--- config.mk ---
export PLATFORM = sky130hd
export DESIGN_NAME = pgf_queue
export DESIGN_NICKNAME = d
export VERILOG_FILES = /design/src/rtl/core/pgf_pkg.sv /design/src/rtl/core/pgf_queue.sv
export SDC_FILE = /design/constraint.sdc
export NUM_CORES = 1
export LEC_CHECK = 0
export BUFFER_PORTS_ARGS = -buffer_cell sky130_fd_sc_hd__buf_4
export CAP_MARGIN = 10
export CORE_MARGIN = 2
export CORE_UTILIZATION = 52
export CTS_CLUSTER_SIZE = 14
export DETAILED_ROUTE_END_ITERATION = 10
export HOLD_SLACK_MARGIN = 0.06
export PLACE_DENSITY = 0.81
export SYNTH_ARGS = -nofsm -noshare
export SYNTH_HDL_FRONTEND = slang
export SYNTH_SLANG_ARGS = --single-unit
--- constraint.sdc ---
create_clock -name clock -period 3.8 [get_ports clock]
set_input_delay 0.38 -clock clock [delete_from_list [all_inputs] [get_ports clock]]
set_output_delay 0.38 -clock clock [all_outputs]
set_load 0.02 [all_outputs]
--- src/rtl/core/pgf_pkg.sv ---
// Package for the path gap filler and smoother: sizes, configuration and
// queue entry types, register indexes and small shared helper functions.
// No dependencies.
package pgf_pkg;

   localparam int MAX_HALF   = 4;
   localparam int MAX_INTERP = 15;
   localparam int COORD_BITS = 20;

   localparam int HIST      = 2 * MAX_HALF + 1;
   localparam int HALF_W    = $clog2(MAX_HALF + 1);
   localparam int HIST_W    = $clog2(HIST + 1);
   localparam int HIDX_W    = $clog2(HIST);
   localparam int N_W       = $clog2(MAX_INTERP + 1);
   localparam int CNT_W     = $clog2(MAX_INTERP + 2);
   localparam int NUM_W     = COORD_BITS + CNT_W;
   localparam int DIV_CNT_W = $clog2(NUM_W + 1);
   localparam int GAP_W     = 20;
   localparam int HWIN_W    = 3;
   localparam int WGT_W     = 16;
   localparam int NUM_TAPS  = 5;
   localparam int SQ_W      = 2 * COORD_BITS;
   localparam int D2_W      = SQ_W + 1;
   localparam int S_W       = GAP_W + CNT_W;
   localparam int ACC_W     = COORD_BITS + WGT_W + HALF_W + 1;
   localparam int ROUND_ADD = 32768;
   localparam int FRAC_W    = 16;

   localparam int QUEUE_DEPTH = 2;
   localparam int QPTR_W      = $clog2(QUEUE_DEPTH);
   localparam int QCNT_W      = $clog2(QUEUE_DEPTH + 1);

   localparam int CSR_IDX_W = 3;
   localparam int CSR_W     = 20;

   localparam logic [CSR_IDX_W-1:0] REG_MAX_GAP     = 3'd0;
   localparam logic [CSR_IDX_W-1:0] REG_HALF_WINDOW = 3'd1;
   localparam logic [CSR_IDX_W-1:0] REG_W_CENTER    = 3'd2;
   localparam logic [CSR_IDX_W-1:0] REG_W_OFF1      = 3'd3;
   localparam logic [CSR_IDX_W-1:0] REG_W_OFF2      = 3'd4;
   localparam logic [CSR_IDX_W-1:0] REG_W_OFF3      = 3'd5;
   localparam logic [CSR_IDX_W-1:0] REG_W_OFF4      = 3'd6;

   localparam logic [GAP_W-1:0]  RST_MAX_GAP     = 20'd256;
   localparam logic [HWIN_W-1:0] RST_HALF_WINDOW = 3'd2;
   localparam logic [WGT_W-1:0]  RST_W_CENTER    = 16'd26214;
   localparam logic [WGT_W-1:0]  RST_W_OFF1      = 16'd16384;
   localparam logic [WGT_W-1:0]  RST_W_OFF2      = 16'd8192;
   localparam logic [WGT_W-1:0]  RST_W_OFF3      = 16'd0;
   localparam logic [WGT_W-1:0]  RST_W_OFF4      = 16'd0;

   localparam logic [COORD_BITS-1:0] COORD_MASK = '1;

   typedef struct packed {
      logic [GAP_W-1:0]                 max_gap;
      logic [HWIN_W-1:0]                half_window;
      logic [NUM_TAPS-1:0][WGT_W-1:0]   weight;
   } cfg_type;

   typedef struct packed {
      logic [COORD_BITS-1:0] pt_x;
      logic [COORD_BITS-1:0] pt_y;
      logic [COORD_BITS-1:0] prev_x;
      logic [COORD_BITS-1:0] prev_y;
      logic [N_W-1:0]        n_pts;
      logic                  sat;
      logic                  fin;
   } job_type;

   function automatic logic [HALF_W-1:0] eff_half(input logic [HWIN_W-1:0] hw);
      if (int'(hw) > MAX_HALF) begin
         return HALF_W'(MAX_HALF);
      end
      return HALF_W'(hw);
   endfunction

   function automatic logic [WGT_W-1:0] tap_weight(input cfg_type cfg,
                                                  input logic [HALF_W-1:0] d);
      logic [WGT_W-1:0] w;
      w = '0;
      for (int t = 0; t < NUM_TAPS; t++) begin
         if (int'(d) == t) begin
            w = cfg.weight[t];
         end
      end
      return w;
   endfunction

endpackage

--- src/rtl/core/pgf_queue.sv ---
// Short job queue between the front end and the back end.
// Depends on pgf_pkg.
module pgf_queue import pgf_pkg::*; (
   input  logic    clock,
   input  logic    reset,
   input  job_type in_job,
   input  logic    in_valid,
   output logic    in_ready,
   output job_type out_job,
   output logic    out_valid,
   input  logic    out_ready
);

   job_type           mem_ff [QUEUE_DEPTH];
   logic [QPTR_W-1:0] wr_ptr_ff, rd_ptr_ff;
   logic [QCNT_W-1:0] cnt_ff;
   logic              push, pop;

   assign in_ready  = (cnt_ff != QCNT_W'(QUEUE_DEPTH));
   assign out_valid = (cnt_ff != '0);
   assign out_job   = mem_ff[rd_ptr_ff];
   assign push      = in_valid && in_ready;
   assign pop       = out_valid && out_ready;

   always_ff @(posedge clock) begin
      if (reset) begin
         wr_ptr_ff <= '0;
         rd_ptr_ff <= '0;
         cnt_ff    <= '0;
      end else begin
         if (push) begin
            wr_ptr_ff <= wr_ptr_ff + QPTR_W'(1);
         end
         if (pop) begin
            rd_ptr_ff <= rd_ptr_ff + QPTR_W'(1);
         end
         cnt_ff <= cnt_ff + QCNT_W'(push) - QCNT_W'(pop);
      end
      if (push) begin
         mem_ff[wr_ptr_ff] <= in_job;
      end
   end

endmodule

==> impl_metrics.json, run 1 <==
{
  "tightest_slew_ns": 1.20,
  "drive_gt1_frac": 0.597,
  "synthSimpleGateAreaFrac": 0.0106,
  "syn_avg_cell_area_um2": 22.3,
  "peakVddDrop_uv": 387,
  "layout_setup_ws_ns": 1.26,
  "status": "complete, no violations",
  "start_kind": "flop",
  "cts_sinks": 177,
  "hold_path_class": "in2reg",
  "crit_required_ns": 3.42,
  "syn2layout_area_growth_pct": 32.5,
  "yosysUniqueCellTypes": 25,
  "n_antenna_cell": 0,
  "cp_cell_sequence": "buf_12 > mux2_2 > buf_4",
  "async_reset_ff_frac": 0,
  "synthAdderAreaFrac": 0.00189,
  "stdcell_area_um2": 8780,
  "ys_warn_count": 0,
  "htree_levels": 4,
  "first_iter_violations": 204,
  "first_pass_iters": 4,
  "dpl.hpwl_mm": 7.73,
  "drv_slew": 0,
  "ant_nets": 0,
  "route.vias.total": 3343,
  "overflow": 0,
  "cts_buffer_depth": 2,
  "synth_enable_flop_cells": 172,
  "crit_slowest_cell": "dfxtp_4",
  "r2r_setup_slack_ns": 1.67,
  "viasPerCell": 4.98,
  "numCtsBuffers": 17,
  "yosysSeqAreaShare": 0.795,
  "grt_first_pass_wirelength_mm": 17.2,
  "ys_dominant_reg_cell": "edfxtp_1",
  "power.leakage_nw": 3.36,
  "syn_nets": 388,
  "finalNetCount": 577,
  "die_w_um": 117,
  "fp.coreArea_um2": 12500,
  "synth-seq-cells": 177,
  "grt_util_all_layers": 0.174,
  "cp.arrival_ns": 2.16,
  "place_ws_ns": 1.65,
  "cts_post_setup_buffers_inserted": 0,
  "hold_viol": 0,
  "io_pins": 178,
  "num_rows": 41,
  "postSynthCellCount": 297,
  "port_buffers": 177,
  "final.setup.tns_ns": 0,
  "muxShareOfSynthArea": 0.171,
  "root_buffer": "clkbuf_16",
  "slew_headroom": 0.199,
  "synthXorXnorAreaFrac": 0.00132,
  "synth_top_family_by_area": "multiplexers",
  "die_area_um2": 13700,
  "synth_compound_area_frac": 0.00775,
  "max_stage_delay_ns": 0.86,
  "drc": 0,
  "rsz0062_at_grt": "no",
  "gp_congestion": 0.727,
  "first_global_vias": 3383,
  "fmax_ghz": 0.394,
  "period_minus_slack_ns": 2.54,
  "wl_per_cell_um": 17.7,
  "period_share": 0.667,
  "clk-insertion-delay-late_ns": 0.41,
  "cellPowerDensity_nw_per_um2": 656,
  "clock_skew_ns": 0.00502,
  "cts_tree": "done",
  "setup_viol": 0,
  "cts_hold_buf": 0,
  "place_area_um2": 8130,
  "netlist_area_um2": 6620,
  "crit_path_end_kind": "output port",
  "grt_max_degree": 87,
  "antenna_found_initial": 0,
  "path_class": "reg2out",
  "wirelength_mm": 11.9,
  "cts-resized-gates": 0,
  "start_util": 0.529,
  "cp_max_fo": 52,
  "die_y_um": 117,
  "clk_pin_slew_worst_paths_ns": 0.06,
  "drv_cap": 0
}
## where the power goes
group	switching (mW)	internal, mW	leakage [nW]
Combinational	0.669	0.699	1.40
Sequential	0.131	2.38	1.65
Clock	0.662	1.22	0.314
Total	1.46	4.30	3.36
## routing by layer
metal | track usage | vias up | share of wire
met4 | 0.0894 | 0 | 0.028
li1 | - | 1554 | -
met2 | 0.274 | 136 | 0.48
met5 | 0 | - | 0
met3 | 0.0530 | 25 | 0.077
met1 | 0.220 | 1628 | 0.41
## cell usage after synthesis (all sizes together), types with 2 or more instances
cell type / n / area share
buf: 9 / 0.012
nor2: 5 / 0.0028
nor2b: 2 / 0.0019
a21bo: 2 / 0.0030
mux2: 87 / 0.17
o21ai: 2 / 0.0015
dfxtp: 5 / 0.015
edfxtp: 172 / 0.78
## final timing paths
check	start	to	cells past startpoint
worst min register to register	rd_ptr_ff$_SDFFE_PP0P_	flop	2
worst max register to register	cnt_ff[0]$_SDFF_PP0_	mem_ff[1][23]$_DFFE_PP_	2
worst max-delay path	flop	out_job[3]	3
worst min-delay path	in_job[13]	mem_ff[1][13]$_DFFE_PP_	1
## critical path: cells and delay by family (launching register included)
| kind | cells | cell delay [ns] |
|---|---|---|
| mux | 1 | 0.37 |
| buf+inv | 2 | 0.49 |
| flops | 1 | 0.86 |
## registers in the layout (all words and copies together) (netlist names), named ones only
signal and cells:
rd_ptr_ff 1, cnt_ff 2, wr_ptr_ff 1, mem_ff 172
## metrics by stage
stage,std cells,hold slack [ns],utilization,total power [mW]
2_1_floorplan,297,0.449,-,3.40
4_1_cts,671,0.127,0.701,5.82
5_1_grt,671,0.124,0.701,5.97
6_report,671,0.144,0.701,5.76
3_3_place_gp,639,0.487,0.650,3.90
3_5_place_dp,639,0.497,0.650,3.93
## cell usage in the layout (no fill, tap or decap), drive strengths merged
| cell | Yosys | final |
|---|---|---|
| a21bo | 2 | 2 |
| a32oi | 1 | 1 |
| nand2b | 1 | 1 |
| nor2b | 2 | 2 |
| a211oi | 1 | 1 |
| nand3b | 1 | 1 |
| a21oi | 1 | 1 |
| o21ai | 2 | 2 |
| or2 | 1 | 1 |
| bufinv | 0 | 6 |
| ha | 1 | 1 |
| edfxtp | 172 | 172 |
| nand3 | 1 | 1 |
| buf | 9 | 180 |
| mux2 | 87 | 87 |
| and2b | 1 | 1 |
| clkinvlp | 0 | 1 |
| dfxtp | 5 | 5 |
| xor2 | 1 | 1 |
| and3 | 1 | 1 |
| nor2 | 5 | 5 |
| clkinv | 0 | 8 |
| clkbuf | 1 | 18 |
## layout make-up
class | count | area, um^2
Clock buffer | 18 | 429
Clock inverter | 14 | 218
Fill cell | 814 | 3740
Inverter | 1 | 5.00
Multi-Input combinational cell | 109 | 1280
Sequential cell | 177 | 5270
Tap cell | 172 | 215
Timing Repair Buffer | 180 | 1360
## cells by family after synthesis
logic type	count (synthesis)
flops	177
mux	87
simple gates	13
buf+inv	11
compound gates	7
xor+xnor	1
fa+ha+maj	1
Power figures use the tool's default switching activity.
==> run 2, diff against run 1 <==
--- a/config.mk
+++ b/config.mk
@@ -8,11 +8,11 @@
 export BUFFER_PORTS_ARGS = -buffer_cell sky130_fd_sc_hd__buf_4
 export CAP_MARGIN = 10
 export CORE_MARGIN = 2
-export CORE_UTILIZATION = 52
+export CORE_UTILIZATION = 47
 export CTS_CLUSTER_SIZE = 14
 export DETAILED_ROUTE_END_ITERATION = 10
 export HOLD_SLACK_MARGIN = 0.06
-export PLACE_DENSITY = 0.81
+export PLACE_DENSITY = 0.77
 export SYNTH_ARGS = -nofsm -noshare
 export SYNTH_HDL_FRONTEND = slang
 export SYNTH_SLANG_ARGS = --single-unit
==> constraint.sdc (replaced) <==
create_clock -name clock -period 2.1 [get_ports clock]
set_input_delay 0.21 -clock clock [delete_from_list [all_inputs] [get_ports clock]]
set_output_delay 0.21 -clock clock [all_outputs]
set_load 0.02 [all_outputs]
==> run 2 against run 1 <==
Net effect:
- total power up 80%
- largest power group unchanged
- non-clock buffer count up 93
- largest cell class unchanged
- worst setup slack worse by 1.1 ns
- sequential power up 77%
- global-route usage up 0.092 points
- cell area up 11%
- sequential share of layout area down 5.9 points
==> impl_metrics.json, run 2 (synthesis gave the netlist of run 1 again) <==
{
  "path_delay_family": "flip-flops",
  "fillers": 856,
  "first_pass_iters": 4,
  "top_register": "mem_ff",
  "finish.utilization": 0.704,
  "max_stage_delay_ns": 0.50,
  "seq_area_um2": 5270,
  "multi_input_area_um2": 1280,
  "route.vias.total": 3686,
  "first_global_vias": 3871,
  "grt_util_all_layers": 0.175,
  "cp.arrival_ns": 1.73,
  "port_buffers": 177,
  "fp.coreArea_um2": 13800,
  "clk_pin_slew_worst_paths_ns": 0.06,
  "crit_path_end_kind": "output port",
  "place_ws_ns": 0.495,
  "die_w_um": 123,
  "clock_skew_ns": 0.00670,
  "io_pins": 178,
  "layout_commonest_cell": "buf_4",
  "period_minus_slack_ns": 1.94,
  "cts_tree": "done",
  "finalNetCount": 670,
  "wl_per_cell_um": 16.8,
  "crit_slowest_cell": "dfxtp_4",
  "gp_congestion": 0.741,
  "n_antenna_cell": 0,
  "reg_top3": "mem_ff x172, cnt_ff x2",
  "cellPowerDensity_nw_per_um2": 1070,
  "first_iter_violations": 258,
  "drive_gt1_frac": 0.522,
  "syn2layout_area_growth_pct": 47.1,
  "dpl.hpwl_mm": 7.68,
  "largest_register_ffs": 172,
  "drc": 0,
  "tightest_slew_ns": 0.351,
  "htree_levels": 4,
  "power.leakage_nw": 3.74,
  "overflow": 0,
  "start_kind": "flop",
  "period_share": 0.925,
  "grt_first_pass_wirelength_mm": 19.4,
  "path_class": "reg2out",
  "slew_headroom": 0.766,
  "fmax_ghz": 0.515,
  "start_util": 0.479,
  "num_rows": 43,
  "peakVddDrop_uv": 660,
  "cp_max_fo": 30,
  "final_cell_mix": "buf_4, edfxtp_1, dlygate4sd3_1",
  "wirelength_mm": 13.0,
  "grt_max_degree": 63,
  "setup_viol": 0,
  "viasPerCell": 4.77,
  "die_area_um2": 15100,
  "hold_viol": 0,
  "cp_cell_sequence": "buf_12 > mux2_2 > buf_4",
  "status": "complete, no violations",
  "path_buf_inv": 2,
  "die_y_um": 123,
  "hold_path_class": "in2reg",
  "antenna_found_initial": 0,
  "crit_required_ns": 1.89,
  "ant_nets": 0,
  "drv_slew": 0,
  "root_buffer": "clkbuf_16",
  "cts_buffer_depth": 2,
  "layout_setup_ws_ns": 0.158,
  "clk-insertion-delay-late_ns": 0.41,
  "drv_cap": 0,
  "rsz0062_at_grt": "no",
  "numCtsBuffers": 17,
  "cts_sinks": 177
}
[run 2: path summary, 6_finish.rpt]
path / start / cells past startpoint / endpoint / slack [ns]
worst max-delay path: flop / 3 / out_job[77] / 0.16
worst min-delay path: in_valid / 3 / wr_ptr_ff$_SDFFE_PP0P_ / 0.15
worst max register to register: cnt_ff[1]$_SDFF_PP0_ / 6 / cnt_ff[1]$_SDFF_PP0_ / 0.53
worst min register to register: rd_ptr_ff$_SDFFE_PP0P_ / 2 / flop / 0.51
[run 2: layout make-up]
type	count	area share
flip-flops and latches	177	0.541
repair buffers	273	0.242
multi-input cells	109	0.132
clock buffers	17	0.0437
well taps	180	0.0231
clock inverters	15	0.0171
inverters	1	0.000771
[run 2: worst register-to-register path, stage by stage (launching register included)]
cell,delay [ns]
dfxtp_2,0.41
nor2b_1,0.08
a211oi_1,0.24
nor2_1,0.08
ha_1,0.20
and2b_1,0.16
mux2_1,0.29
[run 2: per-stage QoR]
stage                     cells  total power [mW]  hold slack (ns)  instance area (um^2)  setup TNS, ns
after detailed placement    652              7.20            0.398                  8270              0
final                       772              10.4            0.152                  9740              0
after CTS                   771              10.4            0.131                  9730              0
after global placement      652              7.16            0.395                  8270              0
after floorplan             297              6.16            0.274                  6640         -18.99
after global routing        772              10.8            0.148                  9740              0
[run 2: repair_timing]
| item | in CTS | in global routing |
|---|---|---|
| hold buffers | 87 | 0 |
| gates resized for setup | 0 | 0 |
| endpoints found under the setup margin | 0 | 5 |
| endpoints found under the hold margin | 176 | 0 |
| buffers inserted | 0 | 1 |
[run 2: where the power goes]
| group | internal [mW] | total (mW) | switching, mW |
|---|---|---|---|
| clock | 1.86 | 3.11 | 1.25 |
| combinational | 1.45 | 2.83 | 1.38 |
| sequential | 4.30 | 4.44 | 0.138 |
| total | 7.61 | 10.4 | 2.77 |
[run 2: routing by layer]
layer,track usage,up-vias,share of wire
li1,-,1737,-
met1,0.201,1805,0.39
met2,0.309,133,0.52
met5,0,-,0
met3,0.0558,11,0.072
met4,0.0560,0,0.011
==> run 3, diff against run 2 <==
--- a/config.mk
+++ b/config.mk
@@ -7,7 +7,7 @@
 export LEC_CHECK = 0
 export BUFFER_PORTS_ARGS = -buffer_cell sky130_fd_sc_hd__buf_4
 export CAP_MARGIN = 10
-export CORE_MARGIN = 2
+export CORE_MARGIN = 4
 export CORE_UTILIZATION = 47
 export CTS_CLUSTER_SIZE = 14
 export DETAILED_ROUTE_END_ITERATION = 10
==> run 3 against run 2 <==
Net effect:
- largest power group unchanged
- critical path type unchanged
- critical endpoint is now out_job[85]
- first-iteration DRC count is 29% lower
- largest cell class unchanged
- maximum frequency decreased by 2.2%
- combinational power hardly changed
- wire length rose by 4.4%
==> impl_metrics.json, run 3 (synthesis gave the netlist of run 1 again) <==
{
  "status": "complete, no violations",
  "num_rows": 43,
  "drv_slew": 0,
  "setup_viol": 0,
  "hold_viol": 0,
  "root_buffer": "clkbuf_16",
  "die_y_um": 127,
  "numCtsBuffers": 17,
  "die_w_um": 127,
  "stdcell_area_um2": 9800,
  "syn2layout_area_growth_pct": 47.9,
  "top_register": "mem_ff",
  "clk_pin_slew_worst_paths_ns": 0.06,
  "drc": 0,
  "total_power_mw": 10.7,
  "path_delay_family": "flip-flops",
  "grtUsageMet1": 0.198,
  "intPower_mw": 8.00,
  "cts_post_setup_buffers_inserted": 0,
  "viasPerCell": 4.86,
  "switching_power_mw": 2.72,
  "cts_sinks": 177,
  "n_antenna_cell": 0,
  "grt_first_pass_wirelength_mm": 21.5,
  "fmax_ghz": 0.504,
  "finish.utilization": 0.708,
  "power.leakage_nw": 3.78,
  "cts_tree": "done",
  "grt_max_degree": 49,
  "rsz0062_at_grt": "no",
  "cp.depth": 3,
  "r2r-end": "mem_ff[1][4]$_DFFE_PP_",
  "drive_gt1_frac": 0.520,
  "antenna_found_initial": 0,
  "gp_congestion": 0.779,
  "slew_headroom": 0.735,
  "cts_buffer_depth": 2,
  "io_pins": 178,
  "dpl.hpwl_mm": 8.48,
  "clk-insertion-delay-late_ns": 0.41,
  "fp.coreArea_um2": 13800,
  "crit_path_end_kind": "output port",
  "seq_power_share": 0.415,
  "cp_max_fo": 27,
  "busiest_layer": "met2",
  "peakVddDrop_uv": 650,
  "start_util": 0.479,
  "cp_cell_sequence": "buf_12 > mux2_2 > buf_4",
  "overflow": 0,
  "cp.arrival_ns": 1.78,
  "largest_register_ffs": 172,
  "htree_levels": 4,
  "grt_util_all_layers": 0.175,
  "finalNetCount": 670,
  "endpoint": "out_job[85]",
  "ff2ff_path_depth": 3,
  "place_ws_ns": 0.495,
  "clock_skew_ns": 0.00491,
  "port_buffers": 177,
  "cellPowerDensity_nw_per_um2": 1100,
  "path_buf_inv": 2,
  "p_clk_frac": 0.322,
  "ant_nets": 0,
  "start_kind": "flop",
  "met2_usage": 0.316,
  "path_class": "reg2out",
  "r2r_setup_slack_ns": 0.51,
  "layout_setup_ws_ns": 0.114,
  "max_stage_delay_ns": 0.55,
  "first_pass_iters": 4,
  "wirelength_mm": 13.6,
  "first_iter_violations": 182,
  "route.vias.total": 3750,
  "crit_required_ns": 1.89,
  "combPwrFrac": 0.263,
  "die_area_um2": 16100,
  "period_minus_slack_ns": 1.99,
  "period_share": 0.946,
  "drv_cap": 0,
  "hold_path_class": "in2reg",
  "final_cell_mix": "buf_4, edfxtp_1, dlygate4sd3_1",
  "switching_share": 0.254,
  "place_area_um2": 8260,
  "reg_top3": "mem_ff x172, cnt_ff x2",
  "reg2reg_from": "cnt_ff[0]$_SDFF_PP0_",
  "crit_slowest_cell": "dfxtp_4",
  "tightest_slew_ns": 0.397,
  "layout_commonest_cell": "buf_4",
  "first_global_vias": 4105,
  "use_met3": 0.0505,
  "wl_per_cell_um": 17.6
}
[run 3: through the flow]
step / TNS, ns / hold WS, ns / std cells
global placement: 0 / 0.395 / 653
detailed placement: 0 / 0.398 / 653
CTS: 0 / 0.123 / 772
finish: 0 / 0.148 / 772
floorplan: -18.99 / 0.274 / 297
global route: 0 / 0.146 / 772
[run 3: how the worst min path moves through the flow]
stage	start	to	slack (ns)	cells after the start
CTS	in_valid	wr_ptr_ff$_SDFFE_PP0P_	0.12	3
floorplan	reset	cnt_ff[0]$_SDFF_PP0_	0.27	1
global route	in_valid	wr_ptr_ff$_SDFFE_PP0P_	0.15	3
detailed placement	in_job[28]	mem_ff[1][28]$_DFFE_PP_	0.40	1
finish	in_valid	wr_ptr_ff$_SDFFE_PP0P_	0.15	3
global placement	in_job[21]	mem_ff[0][21]$_DFFE_PP_	0.39	1
[run 3: per-layer routing]
metal  part of all wire  vias to the layer above
li1                   -                     1742
met1               0.38                     1855
met2               0.54                      133
met3              0.061                       20
met4              0.017                        0
met5                  0                        -
[run 3: worst min-delay path, cell delays in order]
cell and delay (ns):
buf_4 0.12, a21bo_2 0.13, a21oi_1 0.05
[run 3: area by class of cell]
type | instances | area, um^2
timing repair buffer | 273 | 2350
sequential | 177 | 5270
tap | 180 | 225
inverter | 1 | 7.51
clock buffer | 22 | 454
multi-input combinational | 109 | 1280
clock inverter | 10 | 206
fill | 814 | 4030
[run 3: repair_timing]
action                                  4_1_cts  5_1_grt
hold buffers                                 87        0
hold endpoints to repair                    176        0
endpoints found under the setup margin        0       19
gates resized for setup                       0        1
[run 3: power by group through the flow]
stage	Sequential (mW)	Combinational [mW]	Clock [mW]
finish	4.45	2.82	3.46
global route	4.49	2.98	3.70
CTS	4.46	2.83	3.53
detailed placement	4.53	2.68	0
global placement	4.51	2.64	0
floorplan	4.45	1.71	0
